===== src/sv/msbpm_pkg.sv =====
`timescale 1ns / 1ps

package msbpm_pkg;

    // Input request: one structure column
    typedef struct packed {
        logic [7:0] symbol;
        logic [3:0] helix_id;
        logic       last;
    } t_in_req;

    // Per-column event codes
    typedef enum logic [2:0] {
        ST_NEUTRAL   = 3'd0,
        ST_OPENED    = 3'd1,
        ST_PAIRED    = 3'd2,
        ST_UNDERFLOW = 3'd3,
        ST_MISMATCH  = 3'd4,
        ST_OVERFLOW  = 3'd5,
        ST_IGNORED   = 3'd6
    } t_status;

    // Result request
    typedef struct packed {
        t_status     status;
        logic [15:0] position;
        logic [15:0] partner_pos;
        logic [3:0]  pair_kind;
        logic [3:0]  pair_helix;
        logic [7:0]  opener_char;
        logic        unclosed;
        logic [3:0]  unclosed_helix;
        logic [15:0] unclosed_pos;
        logic [7:0]  unclosed_char;
    } t_out_req;

    // Symbol class decided by the front end
    typedef enum logic [1:0] {
        CLS_NEUTRAL,
        CLS_OPEN,
        CLS_BCLOSE,
        CLS_LCLOSE
    } t_cls;

    // Classified column handed from front to back through the queue
    typedef struct packed {
        t_cls        cls;
        logic [7:0]  symbol;
        logic [3:0]  kind;
        logic [3:0]  helix_id;
        logic        last;
        logic [15:0] position;
    } t_work;

    // Back-end sequencer states
    typedef enum logic [2:0] {
        BS_FETCH,
        BS_DEPTH,
        BS_EXEC,
        BS_SCAN,
        BS_UDEP,
        BS_UTOP,
        BS_EMIT
    } t_bstate;

    // Structure characters
    localparam logic [7:0] CH_LBRACE  = 8'h7B;
    localparam logic [7:0] CH_LBRACK  = 8'h5B;
    localparam logic [7:0] CH_LANGLE  = 8'h3C;
    localparam logic [7:0] CH_LPAREN  = 8'h28;
    localparam logic [7:0] CH_HASH    = 8'h23;
    localparam logic [7:0] CH_STAR    = 8'h2A;
    localparam logic [7:0] CH_RBRACE  = 8'h7D;
    localparam logic [7:0] CH_RBRACK  = 8'h5D;
    localparam logic [7:0] CH_RANGLE  = 8'h3E;
    localparam logic [7:0] CH_RPAREN  = 8'h29;
    localparam logic [7:0] CH_LOWER_A = 8'h61;
    localparam logic [7:0] CH_LOWER_J = 8'h6A;
    localparam logic [7:0] CH_UPPER_A = 8'h41;
    localparam logic [7:0] CH_UPPER_J = 8'h4A;
    localparam logic [7:0] CH_CASE_OFS = 8'h20;

endpackage


===== src/sv/msbpm_front.sv =====
`timescale 1ns / 1ps

module msbpm_front #(
    parameter int MAX_COLUMNS = 65536
) (
    input  logic               i_clk,
    input  logic               i_rst_n,
    input  logic               i_in_valid,
    output logic               o_in_stall,
    input  msbpm_pkg::t_in_req i_in,
    input  logic               i_q_full,
    output logic               o_push,
    output msbpm_pkg::t_work   o_push_data
);

    localparam int CW = $clog2(MAX_COLUMNS);

    logic [CW-1:0]    r_col;
    logic [CW-1:0]    n_col;
    logic [CW+15:0]   c_colx;
    logic [7:0]       c_ofs;
    logic             c_accept;
    msbpm_pkg::t_work c_work;

    assign o_in_stall = i_q_full;
    assign c_accept   = i_in_valid && !i_q_full;
    assign o_push     = c_accept;
    assign o_push_data = c_work;

    // Classify the symbol and tag it with its column
    assign c_colx = {16'b0, r_col};
    assign c_ofs  = i_in.symbol - msbpm_pkg::CH_UPPER_A;

    always_comb begin
        c_work.symbol   = i_in.symbol;
        c_work.helix_id = i_in.helix_id;
        c_work.last     = i_in.last;
        c_work.position = c_colx[15:0];
        c_work.kind     = c_ofs[3:0] + 4'd1;
        case (i_in.symbol) inside
            msbpm_pkg::CH_LBRACE, msbpm_pkg::CH_LBRACK, msbpm_pkg::CH_LANGLE,
            msbpm_pkg::CH_LPAREN, msbpm_pkg::CH_HASH, msbpm_pkg::CH_STAR,
            [msbpm_pkg::CH_LOWER_A:msbpm_pkg::CH_LOWER_J]: begin
                c_work.cls = msbpm_pkg::CLS_OPEN;
            end
            msbpm_pkg::CH_RBRACE, msbpm_pkg::CH_RBRACK, msbpm_pkg::CH_RANGLE,
            msbpm_pkg::CH_RPAREN: begin
                c_work.cls = msbpm_pkg::CLS_BCLOSE;
            end
            [msbpm_pkg::CH_UPPER_A:msbpm_pkg::CH_UPPER_J]: begin
                c_work.cls = msbpm_pkg::CLS_LCLOSE;
            end
            default: begin
                c_work.cls = msbpm_pkg::CLS_NEUTRAL;
            end
        endcase
    end

    // Advance the column counter, wrap at the column limit, restart on last
    always_comb begin
        n_col = r_col;
        if (c_accept) begin
            if (i_in.last || r_col == CW'(MAX_COLUMNS - 1)) begin
                n_col = '0;
            end else begin
                n_col = r_col + CW'(1);
            end
        end
    end

    always_ff @(posedge i_clk) begin
        if (!i_rst_n) begin
            r_col <= '0;
        end else begin
            r_col <= n_col;
        end
    end

endmodule


===== config.mk =====
export PLATFORM = sky130hd
export DESIGN_NAME = msbpm_front
export DESIGN_NICKNAME = d
export VERILOG_FILES = /design/src/sv/msbpm_pkg.sv /design/src/sv/msbpm_front.sv
export SDC_FILE = /design/constraint.sdc
export NUM_CORES = 1
export LEC_CHECK = 0
export BUFFER_PORTS_ARGS = -buffer_cell sky130_fd_sc_hd__buf_4
export CAP_MARGIN = 20
export CORE_MARGIN = 3
export CORE_UTILIZATION = 48
export DETAILED_ROUTE_END_ITERATION = 12
export GPL_TIMING_DRIVEN = 0
export PLACE_DENSITY = 0.84
export SLEW_MARGIN = 20
export SYNTH_ARGS = -nofsm -noshare
export SYNTH_HDL_FRONTEND = slang
export SYNTH_SLANG_ARGS = --single-unit

===== constraint.sdc =====
create_clock -name i_clk -period 3.9 [get_ports i_clk]
set_input_delay 0.78 -clock i_clk [delete_from_list [all_inputs] [get_ports i_clk]]
set_output_delay 0.78 -clock i_clk [all_outputs]
set_load 0.02 [all_outputs]

; ---- Yosys cells after proc, flatten, opt, wreduce, memory -nomap -nowiden
; Cells that the tools add are included.
[totals]
regBits = 16
input_bits = 17
out_inout_bits = 37
word_cells = 30
[classes]
n_addsub = 3
n_lt_le_gt_ge = 4
n_eq_ne = 11
n_mux = 4
n_reduce_logical = 7
[ops]
columns = operator, n
row1 = $eq 8x6->1 const B, 6
row2 = $eq 8x7->1 const B, 4
row3 = $add 16x1->16 const B, 1
row4 = $eq 16x16->1 const B, 1
row5 = $ge 8x7->1 const B, 2
row6 = $le 8x7->1 const B, 2
row7 = $mux 16, 1
row8 = $reduce_or 7->1, 1
row9 = $mux 2, 3
row10 = $add 4x1->4 const B, 1
row11 = $reduce_or 4->1, 1
row12 = $sub 4x1->4 const B, 1
row13 = $logic_and 1x1->1, 3
row14 = $logic_not 1->1, 1
row15 = $logic_or 1x1->1, 1

; ---- Longest topological paths before layout
; Gate-level depths: netlist (run 1).
[logic_depth]
word_depth = 5
depth_mapped = 6
mapped_depth_nobuf = 5

; ---- Worst setup path after synthesis (run 1)
; Ideal clock, no wire load.
[synth_timing]
path_kind = input port to output port
startpoint = in i_in[5] (netlist bit)
endpoint = out o_push_data[33] (netlist bit)
t_arrival_ns = 2.136
required_ns = 3.120
setup_slack_ns = 0.984
stages = 5
n_path_buf = 1
cell_sequence = clkbuf_1 > xnor2_1 > nor3_1 > a41oi_1 > o311ai_0
[synth_rtl]
columns = element, line
row1 = start: declaration, msbpm_front.sv:10  ; input msbpm_pkg::t_in_req i_in,
row2 = end: declaration, msbpm_front.sv:13  ; output msbpm_pkg::t_work o_push_data

==> results by stage, run 1 <==
Outcome:
- The run finished with clean final reports.

Place:
- Once detailed placement completed, the half-perimeter wirelength came to 2080 microns.
- The count of input and output buffers is 46.
- The weighted congestion reported at the end of routability-driven placement is 0.757.

Clocking:
- After clock tree synthesis, the flow added hold-fix buffers numbering 0.
- Clock latency on the worst-skew pair, taken at its later pin, is 0.29 ns.
- The number of sinks handled by clock tree synthesis is 16.
- The clock-pin slew reported for the worst setup and hold paths after clock tree synthesis is 0.09 ns.
- The number of buffers added by the clock tree synthesis step is 3.
- The count of H-tree levels built during CTS is 1.
- The CTS tree is done.
- Once the clock tree was built, the resizer swapped 0 gates to a different size.
- The clock passes through at most 2 buffers.
- The number of post-CTS setup repair buffers is 0.
- The cell sitting at the root of the clock tree is a sky130_fd_sc_hd__clkbuf_4.

STA:
- The count of endpoints failing setup in the final report is 0.
- The max-slew violation count came to 0.
- Derived from the worst setup path, the maximum achievable clock frequency is 369 MHz.
- At the pin with the least slew margin, the transition time is 0.494 ns.
- The setup TNS is 0 ns.
- The total count of hold-check failures in the final report came to 0.
- The routed design could run at a clock period as short as 2.71 ns.
- In the finished design, the share of the clock period the worst path needs comes to 69.4%.
- The setup clock skew after layout is 0.00301 ns.
- Setup repair after global routing left no endpoint under its margin.
- The relative slew slack is 67.0%.

Yosys:
- The top cell type by total area after synthesis is sky130_fd_sc_hd__dfxtp_1.
- In this run, synthesis inferred 0 flip-flops with an integrated enable.
- After synthesis, the largest area contributor takes up 30.4% of total cell area.
- A synthesized cell averages 8.43 sq um.
- The number of nets produced by synthesis is 143.
- After synthesis the netlist holds a flip-flop and latch count of 16.
- The most instantiated flip-flop cell in the synthesis netlist is sky130_fd_sc_hd__dfxtp_1.
- The cell area that synthesis handed to floorplanning was 1050 sq um.
- By area the synthesized netlist is led by sky130_fd_sc_hd__dfxtp_1, sky130_fd_sc_hd__buf_4, sky130_fd_sc_hd__xnor2_1.
- For this run, the number of Yosys warnings is 0.
- Of all flip-flops after synthesis, the portion carrying an async set or reset was 0%.
- Sequential elements use 30.4% of the synthesized area.
- Counting every instance in the synthesized netlist gives 125.
- The number of library cell types mapped by synthesis is 34.

GRT:
- The number of antenna violations at the first check in global routing is 0.
- The first-pass GRT wire length is 3920 microns.
- Entering global routing, the biggest net connects 11 pins.
- For this run, the total global-route usage over all layers was measured as 18.7%.
- The via count of the first global-routing pass is 936.
- Summed over all layers, the global routing overflow is 0.

Setup path:
- The critical path arrival is 1.93 ns.
- The worst register-to-register path has a depth of 6.
- The biggest fanout along the worst timing path is 6.
- The worst endpoint required time is 3.12 ns.
- The setup slack of the worst register-to-register path is 1.47 ns.
- In this run the critical register-to-register path is launched from r_col[0]$_SDFFE_PN0P_.
- The worst reg2reg path endpoint is r_col[6]$_SDFFE_PN0P_.
- The critical path startpoint category is a primary input.
- The critical path class is primary input to output port.
- The worst setup path is captured at an output port.

Pwr:
- Registers are responsible for 45.9% of the overall power.
- For this design the static power due to leakage is 0.616 nW.
- The proportion of total power due to net switching is 27.0%.
- Internal power comes to 264 uW.
- Per report_power, the combinational group accounts for 22.9% of the total.
- The power spent charging and discharging nets is 97.7 uW.
- The clock group share of total power is 31.2%.
- The worst-case IR drop observed on VDD is 0.000201 V.
- The areal power density over the cells is 246 nW/um^2.

Detailed routing:
- The length of the first detailed-routing pass in iterations is 4.
- The routed design has 2610 microns of wire.
- After detailed routing, the number of vias per cell comes to 5.17.
- The count of nets left with antenna violations after detail routing is 0.
- The initial DRC count is 11.
- The wire length per cell is 12.9 microns.
- Across all layers, the routed design uses 1045 vias.
- The final routed DRC violation total is 0.

Final layout:
- The total inserted antenna cells is 0.
- In the final layout, the registers with the most flip-flops are r_col x16.
- Fill cells in the final layout number 161.
- In the final layout, the multi-input gates occupy 551 sq um.
- The core occupancy in the finished layout is 72.6%.
- The flip-flop count of the largest register, all copies and words added is 16.
- The largest register by flop count is r_col.
- The layout overhead on the synthesized area is 39.4%.
- The footprint of the flip-flops and latches is 320 sq um.
- For this run, the post-layout net count is 194.
- The ratio of cells with drive above 1 in the final layout is 43.4%.

Job:
- Max-cap violations in this run came to 0.

Floorplanning:
- The die is 52.9 microns tall.
- The area inside the core boundary is 2020 sq um.
- Measured along the x axis, the die boundary spans 52.9 microns.
- The row count is 16.
- For this configuration, the core starts out at a cell density of 52.1%.
- 54 I/O pins were placed.
- The die area is 2790 sq um.

Min path:
- The cell depth of the worst min-delay path is 2.
- The class of the tightest hold or removal check is flop to flop.
- The end point of the worst hold path is r_col[15]$_SDFFE_PN0P_.
- In this run the most critical hold path is launched from r_col[15]$_SDFFE_PN0P_.
-- synth_stat cells, types with 3 or more instances --
cell type and instances:
sky130_fd_sc_hd__nand4_1 5, sky130_fd_sc_hd__nor3_1 8, sky130_fd_sc_hd__nor4_1 5, sky130_fd_sc_hd__xor2_1 5, sky130_fd_sc_hd__nand2_1 7, sky130_fd_sc_hd__inv_1 3
sky130_fd_sc_hd__clkbuf_1 3, sky130_fd_sc_hd__nand3_1 4, sky130_fd_sc_hd__buf_4 18, sky130_fd_sc_hd__dfxtp_1 16, sky130_fd_sc_hd__nor2_1 15, sky130_fd_sc_hd__xnor2_1 11
-- worst max-delay path by stage --
stage	endpoint	start	slack [ns]	depth (start not counted)
3_3_place_gp	r_col[7]$_SDFFE_PN0P_	i_q_full	1.17	6
2_1_floorplan	o_push_data[33]	i_in[5]	0.98	5
4_1_cts	o_push_data[33]	i_in[5]	1.16	6
6_report	o_push_data[33]	i_in[11]	1.19	6
5_1_grt	o_push_data[33]	i_in[5]	1.12	6
3_5_place_dp	r_col[6]$_SDFFE_PN0P_	i_q_full	1.11	6
-- worst max-delay path, stage by stage --
cell and delay [ns]:
sky130_fd_sc_hd__buf_4 0.13, sky130_fd_sc_hd__nand2b_1 0.18, sky130_fd_sc_hd__nor3_1 0.18, sky130_fd_sc_hd__a41oi_1 0.06, sky130_fd_sc_hd__o311ai_0 0.38, sky130_fd_sc_hd__buf_4 0.22
-- stage by stage --
stage               std cells  hold WS (ns)  power (mW)  cell area, sq um  setup WS (ns)
finish                    202         0.512       0.362              1470           1.19
global route              202         0.548       0.375              1470           1.12
CTS                       202         0.519       0.362              1470           1.16
detailed placement        198         0.489       0.253              1430           1.11
global placement          198         0.484       0.251              1430           1.17
floorplan                 125         0.556       0.220              1050          0.984
-- layer usage --
metal | track usage [%] | wire, microns | vias to the layer above
met5 | 0 | 0 | -
met4 | 8.94 | 44 | 0
met3 | 3.38 | 189 | 7
met2 | 35.1 | 1370 | 40
met1 | 19.6 | 1010 | 477
li1 | - | - | 521
-- cells in the final DEF (no fill, tap or decap), drive strengths merged, types with 2 or more instances in the layout --
cell type and instances:
a21oi 2, buf 65, clkbuf 8, dfxtp 16, inv 3, nand2 7
nand2b 2, nand3 5, nand4 5, nand4b 2, nor2 15, nor3 8
nor4 5, o41ai 2, xnor2 11, xor2 5
-- kinds of logic after synthesis --
family | share of synthesized area [%]
AND/OR/NAND/NOR | 28.1
buffers and inverters | 17.3
XOR/XNOR | 13.3
flip-flops | 30.4
AO/OA/AOI/OAI | 8.67
multiplexers | 0.950
adder cells (fa/ha/maj) | 1.19
-- area by class of cell --
class / count / area share, %
repair buffers: 46 / 23.5
clock buffers: 4 / 2.47
inverters: 3 / 0.767
plain buffers: 23 / 11.7
flip-flops and latches: 16 / 21.8
well taps: 27 / 2.30
multi-input cells: 83 / 37.5
-- power by group through the flow --
stage,sequential (mW),combinational [mW],clock (mW)
2_1_floorplan,0.171,0.0490,0
3_3_place_gp,0.170,0.0807,0
3_5_place_dp,0.170,0.0833,0
4_1_cts,0.166,0.0836,0.113
5_1_grt,0.166,0.0884,0.121
6_report,0.166,0.0828,0.113
No activity file was read; power rests on OpenSTA's default activity.
==> run 2: changes to the inputs <==
--- a/config.mk
+++ b/config.mk
@@ -8,10 +8,10 @@
 export BUFFER_PORTS_ARGS = -buffer_cell sky130_fd_sc_hd__buf_4
 export CAP_MARGIN = 20
 export CORE_MARGIN = 3
-export CORE_UTILIZATION = 48
+export CORE_UTILIZATION = 45
 export DETAILED_ROUTE_END_ITERATION = 12
 export GPL_TIMING_DRIVEN = 0
-export PLACE_DENSITY = 0.84
+export PLACE_DENSITY = 0.79
 export SLEW_MARGIN = 20
 export SYNTH_ARGS = -nofsm -noshare
 export SYNTH_HDL_FRONTEND = slang
==> constraint.sdc (replaced) <==
create_clock -name i_clk -period 2.52 [get_ports i_clk]
set_input_delay 0.504 -clock i_clk [delete_from_list [all_inputs] [get_ports i_clk]]
set_output_delay 0.504 -clock i_clk [all_outputs]
set_load 0.02 [all_outputs]
==> run 2 against run 1 <==
Compared with the run above:
- critical path depth unchanged
- design area unchanged
- non-clock buffer count stayed put
==> results by stage, run 2 (synthesis gave the netlist of run 1 again) <==
Floorplanning:
- The die covers 2960 sq um.
- The initial core utilization is 50.6%.
- 54 I/O pins were placed.
- After floorplanning, the core was sized to cover 2080 sq um.
- Measured along the x axis, the die boundary spans 54.4 microns.
- After floorplanning, the core was divided into 16 placement rows.
- The vertical die dimension is 54.4 microns.

Final layout:
- The largest registers in the layout are r_col x16.
- The layout overhead on the synthesized area is 39.4%.
- The largest register by flop count is r_col.
- The total inserted antenna cells is 0.
- Leaving out fill and tap cells, the most frequent cell in the layout is sky130_fd_sc_hd__buf_4.
- The library cells used most frequently in the layout, excluding fill and tap cells, are sky130_fd_sc_hd__buf_4, sky130_fd_sc_hd__dfxtp_1, sky130_fd_sc_hd__nor2_1.
- The final-stage net count is 194.
- The register with the most flip-flops in the layout has 16 of them.
- The ratio of cells with drive above 1 in the final layout is 43.4%.

Detailed routing:
- Using the TritonRoute via totals, the vias-per-cell ratio works out to 5.06.
- The detailed router finished its first iteration with 12 violations.
- Dividing the detail-routed wire length by the instance count gives 12.6 microns.
- The count of nets left with antenna violations after detail routing is 0.
- Summing over every cut layer, the via total after detailed routing is 1022.
- The length of the first detailed-routing pass in iterations is 4.
- Summed over all layers, the routed wires come to 2540 microns.
- The final routed DRC violation total is 0.

STA:
- The setup TNS is 0 ns.
- Setup repair after global routing left no endpoint under its margin.
- The max-slew violation count came to 0.
- The total count of hold-check failures in the final report is 0.
- The final worst slack is 0.205 ns.
- Dividing the final minimum period by the clock period gives 91.9%.
- Timing would allow up to 432 MHz.
- The final-layout worst hold slack is 0.506 ns.
- The count of endpoints failing setup in the final report is 0.
- At the pin with the least slew margin, the transition time is 0.501 ns.
- The relative slew slack is 66.5%.
- The final period demand of the worst path is 2.31 ns.
- The setup clock skew after layout is 0.00226 ns.

Job:
- Across the run, the number of max-cap violations was 0.

Pwr:
- In this run, the combinational gates consume 23.2% of the power.
- The proportion of total power due to net switching is 25.9%.
- The share of total power in sequential cells is 46.6%.
- After layout, the design draws a total of 551 uW.
- The cell leakage power is 0.616 nW.
- The power spent charging and discharging nets is 143 uW.
- Power spread over the standard cell area amounts to 375 nW/um^2.
- The clock network burns 30.2% of the power.
- Cell internal power was estimated by the tool at 408 uW.
- Across the VDD grid, the largest voltage drop is 0.000357 V.

Clocking:
- In this run, post-CTS hold repair placed 0 buffers.
- The count of H-tree levels built during CTS is 1.
- The clock latency on the worst-skew pair is 0.28 ns.
- After clock tree synthesis, the clock-pin slew on the worst setup and hold paths is 0.09 ns.
- The CTS tree is done.
- The clock net in this run drives a total of 16 sinks.
- The clock tree root driver cell is sky130_fd_sc_hd__clkbuf_4.
- The longest clock path from root to sink contains 2 buffers.
- In this run, CTS created clock tree buffers numbering 3.

Min path:
- The min-delay analysis places its worst path in the category flop to flop.

Setup path:
- For this design, the slowest cell found on the critical path is sky130_fd_sc_hd__or4_4.
- The kind of cell adding the most delay to the critical path is simple AND/OR/NAND/NOR gates.
- The worst setup path is launched from a flop.
- For this run, the slowest stage of the critical path takes 0.62 ns.
- The endpoint kind of the worst setup timing path is a flop.
- In this run the worst path has a maximum fanout of 10.
- STA puts the critical path data required time at 2.71 ns.
- Together, buffers and inverters on the worst path number 1.
- The critical path goes through ha_1 -> nand3b_1 -> or4_4 -> o41ai_4 -> buf_6 -> nor2_1.
- The critical path arrival is 2.50 ns.
- The critical path is of the flop to flop type.

Outcome:
- The run finished with clean final reports.

GRT:
- The largest net degree at the start of global routing is 11.
- Global routing used 18.2% of the available tracks across all layers.
- The number of antenna violations at the first check in global routing is 0.
- The via count of the first global-routing pass is 904.
- For this run the aggregate overflow at the end of global routing stands at 0.
- The first global-routing pass estimated 3840 microns of wire.

Place:
- The weighted congestion reported at the end of routability-driven placement is 0.778.
- Once detailed placement completed, the half-perimeter wirelength came to 1980 microns.
- The count of input and output buffers is 46.
- At the placement stage, the worst setup path has a slack of 0.0103 ns.
[run 2: cell counts in the layout (fill, tap and decap cells not counted)]
No cell type changed its count.
[run 2: path summary, 6_finish.rpt]
kind / startpoint / end / slack (ns) / depth (start not counted)
max: r_col[0]$_SDFFE_PN0P_ / r_col[3]$_SDFFE_PN0P_ / 0.21 / 6
min: r_col[15]$_SDFFE_PN0P_ / r_col[15]$_SDFFE_PN0P_ / 0.51 / 2
max reg2reg: r_col[0]$_SDFFE_PN0P_ / r_col[3]$_SDFFE_PN0P_ / 0.21 / 6
min reg2reg: r_col[15]$_SDFFE_PN0P_ / r_col[15]$_SDFFE_PN0P_ / 0.51 / 2
[run 2: final cells by class]
| cell class | count | area [sq um] |
|---|---|---|
| buffer | 23 | 171 |
| clock buffer | 4 | 36.3 |
| fill | 181 | 613 |
| inverter | 3 | 11.3 |
| multi-input combinational | 83 | 551 |
| sequential | 16 | 320 |
| tap | 27 | 33.8 |
| timing repair buffer | 46 | 345 |
[run 2: metal layers]
metal	vias up	global-route usage [%]	routed length [microns]	share of wire (%)
li1	518	-	-	-
met1	450	20.3	1060	42
met2	52	30.7	1190	47
met3	2	6.27	266	10
met4	0	8.30	18	0.71
met5	-	0	0	0
[run 2: timing repair]
action | in CTS | in global routing
gates resized for setup | 0 | 0
setup buffers | 0 | 0
setup endpoints to repair | 0 | 10
endpoints found under the hold margin | 0 | 0
[run 2: through the flow]
step           instances  utilization, %  instance area [sq um]
6_report             202            70.6                   1470
5_1_grt              202            70.6                   1470
4_1_cts              202            70.6                   1470
3_5_place_dp         198            68.8                   1430
3_3_place_gp         198            68.8                   1430
2_1_floorplan        125               -                   1050
[run 2: power by group through the flow]
| stage | Combinational (mW) | Sequential (mW) | Clock, mW |
|---|---|---|---|
| final | 0.128 | 0.257 | 0.166 |
| after global placement | 0.125 | 0.263 | 0 |
| after CTS | 0.129 | 0.257 | 0.174 |
| after global routing | 0.137 | 0.257 | 0.185 |
| after detailed placement | 0.129 | 0.263 | 0 |
| after floorplan | 0.0759 | 0.265 | 0 |
[run 2: worst register-to-register path: stages, from the launching register on]
cell and delay, ns:
sky130_fd_sc_hd__dfxtp_1 0.44, sky130_fd_sc_hd__ha_1 0.20, sky130_fd_sc_hd__nand3b_1 0.25, sky130_fd_sc_hd__or4_4 0.62, sky130_fd_sc_hd__o41ai_4 0.44, sky130_fd_sc_hd__buf_6 0.22
sky130_fd_sc_hd__nor2_1 0.06
