[config.mk]
export PLATFORM = sky130hd
export DESIGN_NAME = msbpm_queue
export DESIGN_NICKNAME = d
export VERILOG_FILES = /design/src/sv/msbpm_pkg.sv /design/src/sv/msbpm_queue.sv
export SDC_FILE = /design/constraint.sdc
export NUM_CORES = 1
export LEC_CHECK = 0
export ABC_CLOCK_PERIOD_IN_PS = 5000
export BUFFER_PORTS_ARGS = -buffer_cell sky130_fd_sc_hd__buf_2
export CORE_MARGIN = 2
export CORE_UTILIZATION = 40
export CTS_CLUSTER_SIZE = 8
export DETAILED_ROUTE_END_ITERATION = 10
export GPL_TIMING_DRIVEN = 1
export HOLD_SLACK_MARGIN = 0.1
export SYNTH_ARGS = -nofsm -noshare
export SYNTH_HDL_FRONTEND = slang
export SYNTH_SLANG_ARGS = --single-unit
[constraint.sdc]
create_clock -name i_clk -period 5 [get_ports i_clk]
set_clock_uncertainty 0.05 [all_clocks]
set_input_delay 0.25 -clock i_clk [delete_from_list [all_inputs] [get_ports i_clk]]
set_output_delay 0.25 -clock i_clk [all_outputs]
set_load 0.05 [all_outputs]
[src/sv/msbpm_pkg.sv]
`timescale 1ns / 1ps

package msbpm_pkg;

    // Input request: one structure column
    typedef struct packed {
        logic [7:0] symbol;
        logic [3:0] helix_id;
        logic       last;
    } t_in_req;

    // Per-column event codes
    typedef enum logic [2:0] {
        ST_NEUTRAL   = 3'd0,
        ST_OPENED    = 3'd1,
        ST_PAIRED    = 3'd2,
        ST_UNDERFLOW = 3'd3,
        ST_MISMATCH  = 3'd4,
        ST_OVERFLOW  = 3'd5,
        ST_IGNORED   = 3'd6
    } t_status;

    // Result request
    typedef struct packed {
        t_status     status;
        logic [15:0] position;
        logic [15:0] partner_pos;
        logic [3:0]  pair_kind;
        logic [3:0]  pair_helix;
        logic [7:0]  opener_char;
        logic        unclosed;
        logic [3:0]  unclosed_helix;
        logic [15:0] unclosed_pos;
        logic [7:0]  unclosed_char;
    } t_out_req;

    // Symbol class decided by the front end
    typedef enum logic [1:0] {
        CLS_NEUTRAL,
        CLS_OPEN,
        CLS_BCLOSE,
        CLS_LCLOSE
    } t_cls;

    // Classified column handed from front to back through the queue
    typedef struct packed {
        t_cls        cls;
        logic [7:0]  symbol;
        logic [3:0]  kind;
        logic [3:0]  helix_id;
        logic        last;
        logic [15:0] position;
    } t_work;

    // Back-end sequencer states
    typedef enum logic [2:0] {
        BS_FETCH,
        BS_DEPTH,
        BS_EXEC,
        BS_SCAN,
        BS_UDEP,
        BS_UTOP,
        BS_EMIT
    } t_bstate;

    // Structure characters
    localparam logic [7:0] CH_LBRACE  = 8'h7B;
    localparam logic [7:0] CH_LBRACK  = 8'h5B;
    localparam logic [7:0] CH_LANGLE  = 8'h3C;
    localparam logic [7:0] CH_LPAREN  = 8'h28;
    localparam logic [7:0] CH_HASH    = 8'h23;
    localparam logic [7:0] CH_STAR    = 8'h2A;
    localparam logic [7:0] CH_RBRACE  = 8'h7D;
    localparam logic [7:0] CH_RBRACK  = 8'h5D;
    localparam logic [7:0] CH_RANGLE  = 8'h3E;
    localparam logic [7:0] CH_RPAREN  = 8'h29;
    localparam logic [7:0] CH_LOWER_A = 8'h61;
    localparam logic [7:0] CH_LOWER_J = 8'h6A;
    localparam logic [7:0] CH_UPPER_A = 8'h41;
    localparam logic [7:0] CH_UPPER_J = 8'h4A;
    localparam logic [7:0] CH_CASE_OFS = 8'h20;

endpackage

[src/sv/msbpm_queue.sv]
`timescale 1ns / 1ps

module msbpm_queue (
    input  logic             i_clk,
    input  logic             i_rst_n,
    input  logic             i_push,
    input  msbpm_pkg::t_work i_push_data,
    output logic             o_full,
    input  logic             i_pop,
    output logic             o_empty,
    output msbpm_pkg::t_work o_head
);

    msbpm_pkg::t_work r_slot [2];
    logic             r_wptr;
    logic             r_rptr;
    logic [1:0]       r_cnt;

    assign o_full  = (r_cnt == 2'd2);
    assign o_empty = (r_cnt == 2'd0);
    assign o_head  = r_slot[r_rptr];

    // Store pushed requests
    always_ff @(posedge i_clk) begin
        if (i_push) begin
            r_slot[r_wptr] <= i_push_data;
        end
    end

    // Advance pointers and occupancy
    always_ff @(posedge i_clk) begin
        if (!i_rst_n) begin
            r_wptr <= 1'b0;
            r_rptr <= 1'b0;
            r_cnt  <= 2'd0;
        end else begin
            if (i_push) begin
                r_wptr <= ~r_wptr;
            end
            if (i_pop) begin
                r_rptr <= ~r_rptr;
            end
            if (i_push && !i_pop) begin
                r_cnt <= r_cnt + 2'd1;
            end else if (i_pop && !i_push) begin
                r_cnt <= r_cnt - 2'd1;
            end
        end
    end

endmodule

Word-level counts from Yosys, hierarchy flattened
Memories as Yosys holds them, arrays and structs flattened. A register that Yosys moved wholly into a read port is not among the register bits. Cells that the tools add are included. W data, S select, Z words.

Add/subtract/negate cells: 2. Eq/ne operators: 1. Bitwise logic cells: 2. Reductions and logical operators: 6. Mux-type cells: 6.

Operators with widths (number): $mux W1 (4); $mux W2 (2); $add A2 B1 Y2 const B (1); $eq A2 B2 Y1 const B (1); $logic_and A1 B1 Y1 (2); $logic_not A1 Y1 (2); $logic_not A2 Y1 (1); $not A1 Y1 (2); $reduce_bool A2 Y1 (1); $sub A2 B1 Y2 const B (1).

Memories: 1. Bits in registers: 4. Bits in writable memories: 70. Output and inout port bits: 37.

Memory list: r_slot (words 2, width 35, rd ports 1, clocked after Yosys merged registers in 1, write ports 1, line msbpm_queue.sv:14) `msbpm_pkg::t_work r_slot [2];`.

Logic depth before layout (Yosys ltp)
Gate-level depths: netlist (run 1).

Depth in word-level cells: 4. Mapped depth: 5. Gate-level depth less buffers: 5.

Worst setup path after synthesis (run 1)
OpenSTA, ideal clock, no wires.

Path type: register to register. From: reg r_wptr. To: mem r_slot[0][0] in the netlist's numbering, enable pin. Library setup time: 0.433 ns. Buffers on the path: 0. Stages on the path, launching flop included: 2. Path slack: 2.610 ns. Data arrival time: 1.907 ns. Required time: 4.517 ns. Path through: dfxtp_1 nor2b_1.

RTL lines: start, declared (line msbpm_queue.sv:15) `logic r_wptr;`; start signal, assigned (line msbpm_queue.sv:38) `r_wptr <= ~r_wptr;`; end, declared (line msbpm_queue.sv:14).

No word-level cell before the write port.

==> results of run 1 <==
routing by layer:
layer,share of wire,up-vias
met5,0,-
met2,0.50,45
met3,0.058,8
li1,-,744
met4,0.014,0
met1,0.43,733
cell families after synthesis:
group | synth area share
multiplexers | 0.144
flip-flops | 0.803
AND/OR/NAND/NOR | 0.0205
buffers and inverters | 0.0114
adder cells (fa/ha/maj) | 0.00456
AO/OA/AOI/OAI | 0.00730
XOR/XNOR | 0.00958
worst min path at each step:
stage / slack, ns / endpoint / startpoint
after floorplan: 0.30 / r_slot[0][0]$_DFFE_PP_ / i_push_data[0]
after global placement: 0.39 / r_slot[0][5]$_DFFE_PP_ / i_push_data[5]
after detailed placement: 0.39 / r_slot[0][0]$_DFFE_PP_ / i_push_data[0]
after CTS: 0.12 / r_wptr$_SDFFE_PN0P_ / i_rst_n
after global routing: 0.13 / r_wptr$_SDFFE_PN0P_ / i_rst_n
final: 0.13 / r_wptr$_SDFFE_PN0P_ / i_rst_n
what timing repair did:
action / 4_1_cts / 5_1_grt
endpoints found under the hold margin: 70 / 0
hold buffers: 35 / 0
gates resized for setup: 0 / 0
final cells by class:
class,count,area (µm²),share of cell area
multi-input combinational,51,517,0.137
timing repair buffer,112,741,0.196
clock buffer,9,124,0.0328
sequential,75,2200,0.583
inverter,1,3.75,0.000993
clock inverter,7,92.6,0.0245
tap,80,100,0.0265
flip-flops by register name (all words and copies together), names as in the netlist, named ones only:
register	count
r_wptr	1
r_slot	70
r_rptr	1
r_cnt	2
where the power goes:
group	switching (mW)	internal (mW)
Clock	0.214	0.279
Combinational	0.171	0.0882
Sequential	0.0112	0.723
Total	0.397	1.09
metrics by stage:
step           hold slack [ns]   util  total power, mW
2_1_floorplan            0.299      -            0.931
3_3_place_gp             0.388  0.478            0.988
3_5_place_dp             0.391  0.478            0.990
4_1_cts                  0.119  0.563             1.50
5_1_grt                  0.132  0.563             1.55
6_report                 0.128  0.563             1.49
layout by cell type (no fill, tap or decap), drive strengths merged, types with 2 or more instances in the layout:
master and n:
buf 77, edfxtp 70, mux2 35, dlygate4sd3 35, clkbuf 9, dfxtp 5
and2 4, clkinv 3, xor2 2, clkinvlp 2, bufinv 2, nor2b 2
==> impl_summary.md, run 1 <==
Status
The flow ran to the end, and the final reports show no timing, DRC or antenna violations.

Synth
In the post-synthesis netlist, the biggest area contributors are edfxtp_1 (77%), mux2_2 (14%), dfxtp_1 (3.6%). Among all flip-flop cells after synthesis, the most frequent one is edfxtp_1. The count of flip-flops with a built-in enable after synthesis is 70. The net count after synthesis is 171. The biggest area contributor in the post-synthesis netlist is edfxtp_1. By count the netlist is led by edfxtp_1 (70), mux2_2 (35), dfxtp_1 (5). The fraction of the yosys area taken by sequential cells is 0.803.

The warning count from the yosys run is 0. Of the post-synthesis cell area, the dominant cell type holds 0.766. The average instance in the mapped netlist occupies 20.9 µm². Among all cell types in the netlist, the one instantiated most often is edfxtp_1.

The number of distinct library cell variants in the gate-level netlist after synthesis is 17. The flop and latch count out of synthesis is 75. The post-synthesis async set-or-reset flop share is 0. The post-synthesis instance total is 131.

The cell area that synthesis handed to floorplanning was 0.00274 mm².

Place
After detailed placement, the design holds a cell count of 284. The final weighted congestion of routability-driven global placement is 0.699. The placed wire-length estimate after detailed placement is 2.90 mm.

Port buffering added 75 buffers. In this run the cell area measured after placement is 0.00321 mm². Before CTS, the worst setup slack after placement is 3.07 ns.

Clock tree
After clock tree synthesis, the setup repair step added 0 buffers. In this run the deepest clock path goes through 2 buffers. The clock input transition at the sequential cells of the worst setup and hold paths is 0.07 ns. The CTS buffer count is 9.

The clock tree from TritonCTS is yes. CTS placed an instance of clkbuf_8 at the clock tree root. CTS built an H-tree with a depth of 3. The insertion delay to the later sink of the worst-skew pair is 0.33 ns.

The number of clock sinks is 75.

Final layout
Counting the fill cells in the layout gives 532. The finished cells cover 0.00378 mm². Of the cells placed in the final design, the portion with a size suffix greater than 1 is 0.506. The final instance count without filler cells is 335. At the end of the flow, the number of nets in the layout was 290. Compared with the post-synthesis result, the final layout area differs by 37.8%. The number of antenna cells inserted is 0.

Worst setup path
The count of buffering cells on the critical path with inverters included is 2. Traced cell by cell, the critical path runs through buf_4, mux2_2, buf_2. The critical path runs through a total of 3 cells. STA classifies the critical path endpoint as an output pin. The critical setup path kind is reg2out. In this run the worst setup path terminates at o_head[31]. The capturing point of the worst reg2reg path is r_slot[1][2]$_DFFE_PP_. The dominant delay contributor by cell family on the critical path is buffers and inverters. The critical path startpoint category is a flop. The longest individual stage delay on the worst path is 0.54 ns. The path depth of the worst reg2reg path is 2.

The worst path required time is 4.70 ns. The setup slack on the worst flop-to-flop path is 3.16 ns. The worst register-to-register path begins at r_wptr$_SDFFE_PN0P_. Data on the critical path arrives at its endpoint at 1.90 ns.

For this design, the slowest cell found on the critical path is dfxtp_1. The largest fanout of any net on the critical path is 27.

STA
The summed negative setup slack over all endpoints is 0 ns. Setup repair after global routing left no endpoint under its margin. The final max-slew violation count is 0. Setup violations remaining at the end of the flow were counted as 0. Static timing analysis puts the maximum clock frequency at 454 MHz. The post-route fraction of the period consumed by the critical path is 0.441. Measured against its own limit, the worst slew margin works out to 0.301. The worst-margin pin slew is 1.05 ns. The time the worst path needs with I/O delays and setup is 2.20 ns. The number of hold-slack violations in the final timing report is 0. The slack of the critical path is 2.80 ns.

Route
The average wire length per cell after detail routing is 14.2 µm. In this run the remaining antenna-violating nets after routing total 0. After detailed routing, the total wire length is 4.75 mm. The residual DRC count is 0.

The via density per instance is 4.57. The total number of vias is 1530. The first TritonRoute pass finished after 4 iterations. The iteration-0 DRC count of the detailed router is 59.

Global routing
In the global route stage, overall resource usage came out at 0.134. The largest net degree at the start of global routing is 37. For this run the aggregate overflow at the end of global routing stands at 0. For this run, global-route usage on met1 was measured as 0.154.

The initial antenna violation count was 0. The first-pass GRT wire length is 7.41 mm. The global-route met3 utilization is 0.0571. The via count of the first global-routing pass is 1583. met2 is the most crowded layer.

In the global route stage, met2 resource usage came out at 0.223.

Power and ir drop
The worst-case IR drop observed on VDD is 194 µV. The leakage power figure is 1.45 nW. The power per standard cell area is 393 mW/mm².

Die
For this design the top-level I/O count stands at 76. The area of the die is 0.00754 mm². The width of the die is 86.8 µm. The die outline height is 86.8 µm.

The core outline area is 0.00672 mm². For this configuration, the core starts out at a cell density of 0.408. The floorplan has 30 rows.

Worst hold path
Counting instances, the worst hold path has a depth of 2. The path class of the tightest hold or removal check is in2reg.

Run
Max-cap violations in this run came to 0.
Power figures use the tool's default switching activity.
==> inputs of run 2 (changes only) <==
ABC_CLOCK_PERIOD_IN_PS = 2100   (was 5000)
clock period = 2.1 ns   (was 5 ns; I/O delays follow)
==> impl_summary.md, run 2 (same netlist as run 1, synthesis figures left out) <==
Status
The flow ran to the end, and the final reports show no timing, DRC or antenna violations.

Power and ir drop
The worst ir drop on vdd came to 370 µV (+91%). The logic gate share of total power is 0.185 (+0.011). The share of power burned in the clock network is 0.307 (-0.025). The leakage power figure is 1.46 nW (+1.2%). The power per standard cell area was 900 mW/mm² (+130%). The switching power is 0.952 mW (+140%).

The switching portion of total power is 0.277 (+0.00988). The post-layout total power is 3.44 mW (+130%). The share of total power in sequential cells came to 0.508 (+0.014). The total internal power came to 2.49 mW (+130%).

Final layout
The share of cells above drive strength 1 is 0.514 (+0.00763). The area added between synthesis and finish is 39.3%. The number of filler cells placed in the layout is 539 (+1.3%). The largest registers in the layout are r_slot: 70 flops, r_cnt: 2 flops. The top cell types in the final layout, fill and taps aside, are buf_2 (75), edfxtp_1 (70), dlygate4sd3_1 (38). The final instance area was 0.00382 mm² (+1.1%). The register area was 0.00220 mm² (about the same). The number of nets in the layout is 294 (+1.4%). The flip-flop count of the largest register, all copies and words added is 70 (unchanged).

The final design utilization came to 0.569 (+0.00614). The number of antenna cells inserted is 0 (unchanged). Counting flops per register, the top entry is r_slot. Leaving out fill and tap cells, the most frequent cell in the layout is buf_2. The area used by multi-input combinational logic is 518 µm² (+0.24%).

Route
The total met3 wirelength after detailed routing came to 217 µm (-22%). The residual DRC count is 0 (unchanged). The met2 wire length was 2.48 mm (+4.6%). The via density per instance is 4.55 (-0.34%).

The top routing layer in use is met4. The number of nets with antenna violations after routing is 0 (unchanged). The count of TritonRoute iterations in the first routing pass is 5 (+1). The met1 wire length was 2.08 mm (+1.9%). The iteration-0 DRC count of the detailed router is 51 (-14%). The average wire length per cell after detail routing is 14.4 µm (+1.6%). The total number of vias came to 1543 (+0.85%). The final routed wirelength across all metal layers came to 4.89 mm (+2.9%).

Place
The final weighted congestion of routability-driven global placement is 0.676 (-3.4%). The placed wire-length estimate after detailed placement is 2.89 mm (-0.15%). The count of buffers inserted at the top-level ports came to 75 (unchanged). The placed standard-cell area is 0.00325 mm² (+1.1%).

Clock tree
The number of clock sinks is 75 (unchanged). The depth of the CTS H-tree is 3 (unchanged). The clock tree from TritonCTS is yes. The root buffer selected by CTS is clkbuf_8.

The CTS buffer count is 9 (unchanged). The clock input transition at the sequential cells of the worst setup and hold paths was 0.07 ns (about the same). The maximum count of clock buffers along a single path was 2 (unchanged). The insertion delay to the later sink of the worst-skew pair was 0.34 ns (about the same). The post-CTS setup buffer count was 0 (unchanged).

Worst setup path
The worst path required time is 1.95 ns (-2.75 ns). The critical path ends at o_head[28]. The arrival time of data at the critical path endpoint was 1.57 ns (-0.33 ns). The setup path with the least slack is of type reg2out. The capturing point of the worst reg2reg path is r_slot[1][18]$_DFFE_PP_. The startpoint of the lowest-slack register-to-register path is r_wptr$_SDFFE_PN0P_. The kind of end point of the critical path is an output pin. The setup slack on the worst flop-to-flop path came to 0.74 ns (-2.42 ns). The critical path startpoint category is a flop. The largest fanout of any net on the critical path is 30 (+11%).

The path depth of the worst reg2reg path was 2 (unchanged).

Global routing
The global router's overall resource usage is 0.132 (-0.00248). The sum of overflow across all layers after global routing is 0 (unchanged). The initial antenna violation count is 0 (unchanged).

The via count of the first global-routing pass is 1611 (+1.8%). The first-pass GRT wire length is 7.29 mm (-1.7%). The largest net degree at the start of global routing came to 36 (-2.7%).

STA
Setup repair after global routing left no endpoint under its margin. The worst-margin pin slew is 0.479 ns (-0.567 ns). The summed negative setup slack over all endpoints was 0 ns (unchanged). The relative slew slack is 0.680 (+0.379). The count of endpoints failing setup in the final report is 0 (unchanged). The maximum clock rate is 580 MHz. The time the worst path needs with I/O delays and setup is 1.73 ns.

Dividing the final minimum period by the clock period gives 0.822. The post-route worst hold slack is 0.434 ns (+0.306 ns). The final max-slew violation count is 0 (unchanged). The number of hold-slack violations in the final timing report is 0 (unchanged).

Die
The I/O pin count is 76 (unchanged). The die outline height came to 86.8 µm (unchanged). The width of the die is 86.8 µm (unchanged). The effective utilization at floorplan was 0.408 (unchanged). The floorplan row count is 30 (unchanged). The core outline area is 0.00672 mm² (unchanged). The area of the die was 0.00754 mm² (unchanged).

Worst hold path
The tightest min-delay check is of the in2reg type.

Run
The max-cap violation count is 0 (unchanged).
-- run 2: changes by cell type in the layout (fill, tap and decap cells not counted) --
cell	delta
clkinv_1	-1
dfxtp_2	+1
buf_4	-1
dlygate4sd3_1	+3
and2_2	+1
clkinv_2	+2
bufinv_16	-1
dfxtp_1	-1
buf_12	+2
and2_1	-1
-- run 2: through the flow --
stage,setup slack (ns),instances
6_report,0.375,339
5_1_grt,0.294,339
4_1_cts,0.341,339
3_5_place_dp,0.709,285
3_3_place_gp,0.712,285
2_1_floorplan,0.383,131
-- run 2: what timing repair did --
| action | 4_1_cts | 5_1_grt |
|---|---|---|
| endpoints found under the hold margin | 75 | 0 |
| gates resized for setup | 0 | 0 |
| hold buffers | 38 | 0 |
-- run 2: final cells by class --
cell class	instances	area share
timing repair buffer	116	0.210
clock buffer	9	0.0324
tap	80	0.0262
sequential	75	0.577
multi-input combinational	51	0.136
inverter	1	0.000982
clock inverter	7	0.0180
-- run 2: layer usage --
layer	global-route usage	up-vias
met3	0.0371	9
met1	0.154	739
met5	0	-
li1	-	750
met4	0.0682	0
met2	0.221	45
-- run 2: worst min-delay path by stage --
stage / start / to / slack (ns) / cells after the start
6_report: i_push_data[20] / r_slot[0][20]$_DFFE_PP_ / 0.43 / 2
5_1_grt: i_push_data[20] / r_slot[1][20]$_DFFE_PP_ / 0.43 / 2
4_1_cts: i_push_data[10] / r_slot[0][10]$_DFFE_PP_ / 0.42 / 2
3_5_place_dp: i_push_data[31] / r_slot[0][31]$_DFFE_PP_ / 0.25 / 1
3_3_place_gp: i_push_data[1] / r_slot[0][1]$_DFFE_PP_ / 0.24 / 1
2_1_floorplan: i_push_data[0] / r_slot[0][0]$_DFFE_PP_ / 0.15 / 0
-- run 2: worst max-delay path, cell delays in order (launching register included) --
cell	delay, ns
dfxtp_2	0.41
buf_12	0.23
mux2_2	0.37
buf_2	0.21
-- run 2: power by group through the flow --
stage | registers [mW] | logic, mW | clock network (mW)
5_1_grt | 1.76 | 0.668 | 1.15
2_1_floorplan | 1.77 | 0.443 | 0
6_report | 1.75 | 0.635 | 1.06
3_3_place_gp | 1.78 | 0.583 | 0
4_1_cts | 1.75 | 0.643 | 1.09
3_5_place_dp | 1.78 | 0.586 | 0
==> inputs of run 3 (changes only) <==
ABC_CLOCK_PERIOD_IN_PS = 1500   (was 2100)
PLACE_DENSITY = 0.66   (was default)
clock period = 1.5 ns   (was 2.1 ns; I/O delays follow)
==> impl_summary.md, run 3 (same netlist as run 1, synthesis figures left out) <==
Clock tree
The CTS buffer count was 9 (unchanged). The depth of the CTS H-tree came to 3 (unchanged). The maximum count of clock buffers along a single path is 2 (unchanged). TritonCTS built the clock tree.

The number of clock sinks is 75 (unchanged). The clock input transition at the sequential cells of the worst setup and hold paths came to 0.08 ns (about the same). The root buffer selected by CTS is clkbuf_8. The post-CTS setup buffer count came to 0 (unchanged). The insertion delay to the later sink of the worst-skew pair is 0.34 ns (about the same).

Power and ir drop
The worst ir drop on vdd is 579 µV (+56%). The leakage power figure is 1.71 nW (+17%). The power per standard cell area was 1180 mW/mm² (+31%).

Worst setup path
The critical-path cell with the highest stage delay is dfxtp_4. STA classifies the critical path endpoint as an output pin. The longest individual stage delay on the worst path came to 0.44 ns (+0.03 ns). Counting stages on the worst path, the most repeated cell is buf_6. The path depth of the worst reg2reg path is 2 (unchanged). Traced cell by cell, the critical path runs through buf_6, mux2_2, buf_6.

The setup slack on the worst flop-to-flop path is 0.24 ns (-0.50 ns). The critical path startpoint category is a flop. The arrival time of data at the critical path endpoint is 1.45 ns (-0.12 ns).

The largest fanout of any net on the critical path is 6 (-80%). The critical setup path kind is reg2out. The worst path required time came to 1.37 ns (-0.58 ns).

Die
The die outline height is 86.8 µm (unchanged). The effective utilization at floorplan is 0.408 (unchanged). The width of the die was 86.8 µm (unchanged). The area of the die is 0.00754 mm² (unchanged). The core outline area is 0.00672 mm² (unchanged). The floorplan row count was 30 (unchanged). The I/O pin count is 76 (unchanged).

Final layout
The area growth from synthesis to layout is 57.7%. The number of filler cells placed in the layout came to 448 (-17%). The flip-flop count of the largest register, all copies and words added is 70 (unchanged). The final design utilization is 0.644 (+0.0750). The register with the most flip-flops in the final layout is r_slot. The final instance count without filler cells is 346 (+2.1%). The library cells used most frequently in the layout, excluding fill and tap cells, are edfxtp_1 (70), buf_2 (40), dlygate4sd3_1 (38).

In the final layout, the registers with the most flip-flops are r_slot: 70 flops, r_cnt: 2 flops. The number of nets in the layout came to 301 (+2.4%). The number of antenna cells inserted came to 0 (unchanged). The share of cells above drive strength 1 is 0.515 (+0.00152). The most frequent standard cell in the layout excluding fill and tap cells is edfxtp_1.

Worst hold path
The worst hold path depth is 2 (unchanged). The path type of the worst min-delay path is in2reg.

Route
The residual DRC count is 0 (unchanged). The count of TritonRoute iterations in the first routing pass is 4 (-1). The average wire length per cell after detail routing is 16.9 µm (+17%).

The final routed wirelength across all metal layers is 5.85 mm (+20%). The via density per instance is 4.72 (+3.7%). The iteration-0 DRC count of the detailed router is 58 (+14%). The total number of vias is 1633 (+5.8%). The number of nets with antenna violations after routing is 0 (unchanged).

Run
The max-cap violation count is 0 (unchanged).

Place
The final weighted congestion of routability-driven global placement came to 0.670 (-0.90%). The count of buffers inserted at the top-level ports is 75 (unchanged). The placed wire-length estimate after detailed placement is 2.97 mm (+2.6%). The placed instance count is 289 (+1.4%).

STA
Dividing the final minimum period by the clock period gives 1.05. The worst-margin pin slew came to 0.295 ns (-0.184 ns). The relative slew slack is 0.803 (+0.122). The final max-slew violation count is 0 (unchanged). The number of hold-slack violations in the final timing report is 0 (unchanged). The slack of the critical path is -0.0782 ns (-0.453 ns). The maximum clock rate is 634 MHz.

The count of endpoints failing setup in the final report is 35 (+35). The routed design could run at a clock period as short as 1.58 ns. Setup repair after global routing could not meet its margin everywhere.

Global routing
The via count of the first global-routing pass came to 1723 (+7.0%). The largest net degree at the start of global routing is 25 (-31%). The initial antenna violation count came to 0 (unchanged). The first-pass GRT wire length is 8.07 mm (+11%). The global router's overall resource usage is 0.148 (+0.0163).

The sum of overflow across all layers after global routing is 0 (unchanged).

Status
The final reports fail on setup timing. The flow ran to the end, but the final reports show violations.
==> run 3: routing by layer <==
layer | track usage | wire (µm) | vias to the layer above
met4 | 0.0895 | 130 | 0
li1 | - | - | 768
met2 | 0.244 | 3020 | 53
met5 | 0 | 0 | -
met3 | 0.0371 | 285 | 12
met1 | 0.175 | 2420 | 800
==> run 3: where the power goes <==
part           leakage (nW)  total, mW  switching [mW]  internal [mW]
logic                 0.922       1.21           0.646          0.567
clock network        0.0915       1.45           0.703          0.745
registers             0.699       2.46          0.0470           2.41
==> run 3: worst paths after layout <==
path,from,end
worst min-delay path,i_push_data[20],r_slot[0][20]$_DFFE_PP_
worst max register to register,r_wptr$_SDFFE_PN0P_,r_slot[1][23]$_DFFE_PP_
worst min register to register,r_cnt[1]$_SDFFE_PN0P_,r_cnt[1]$_SDFFE_PN0P_
worst max-delay path,flop,o_head[21]
==> run 3: final cells by class <==
cell class	instances	area [µm²]	share of cell area
clock inverters	7	58.8	0.0136
repair buffers	123	1230	0.284
flip-flops and latches	75	2210	0.510
clock buffers	9	124	0.0286
multi-input cells	51	604	0.140
well taps	80	100	0.0231
inverters	1	3.75	0.000868
==> run 3: critical path: cells and delay by family, from the launching register on <==
family                 cells  cell delay [ns]
DFF                        1             0.44
buffers and inverters      2             0.32
muxes                      1             0.35
==> run 3: stage by stage <==
stage / hold slack (ns) / area (µm²) / TNS, ns / total power [mW] / worst slack, ns
2_1_floorplan: 0.124 / 2750 / 0 / 3.10 / 0.167
3_3_place_gp: 0.212 / 3290 / 0 / 3.32 / 0.246
3_5_place_dp: 0.218 / 3290 / 0 / 3.33 / 0.228
4_1_cts: 0.390 / 4080 / -2.23 / 4.99 / -0.0970
5_1_grt: 0.403 / 4330 / -3.45 / 5.29 / -0.123
6_report: 0.397 / 4330 / -2.07 / 5.12 / -0.0782
==> run 3: timing repair <==
action,in CTS,in global routing
resized for setup,66,52
endpoints found under the hold margin,75,0
setup endpoints to repair,35,35
hold buffers,38,0
gates cloned,1,2
pin swaps,0,0
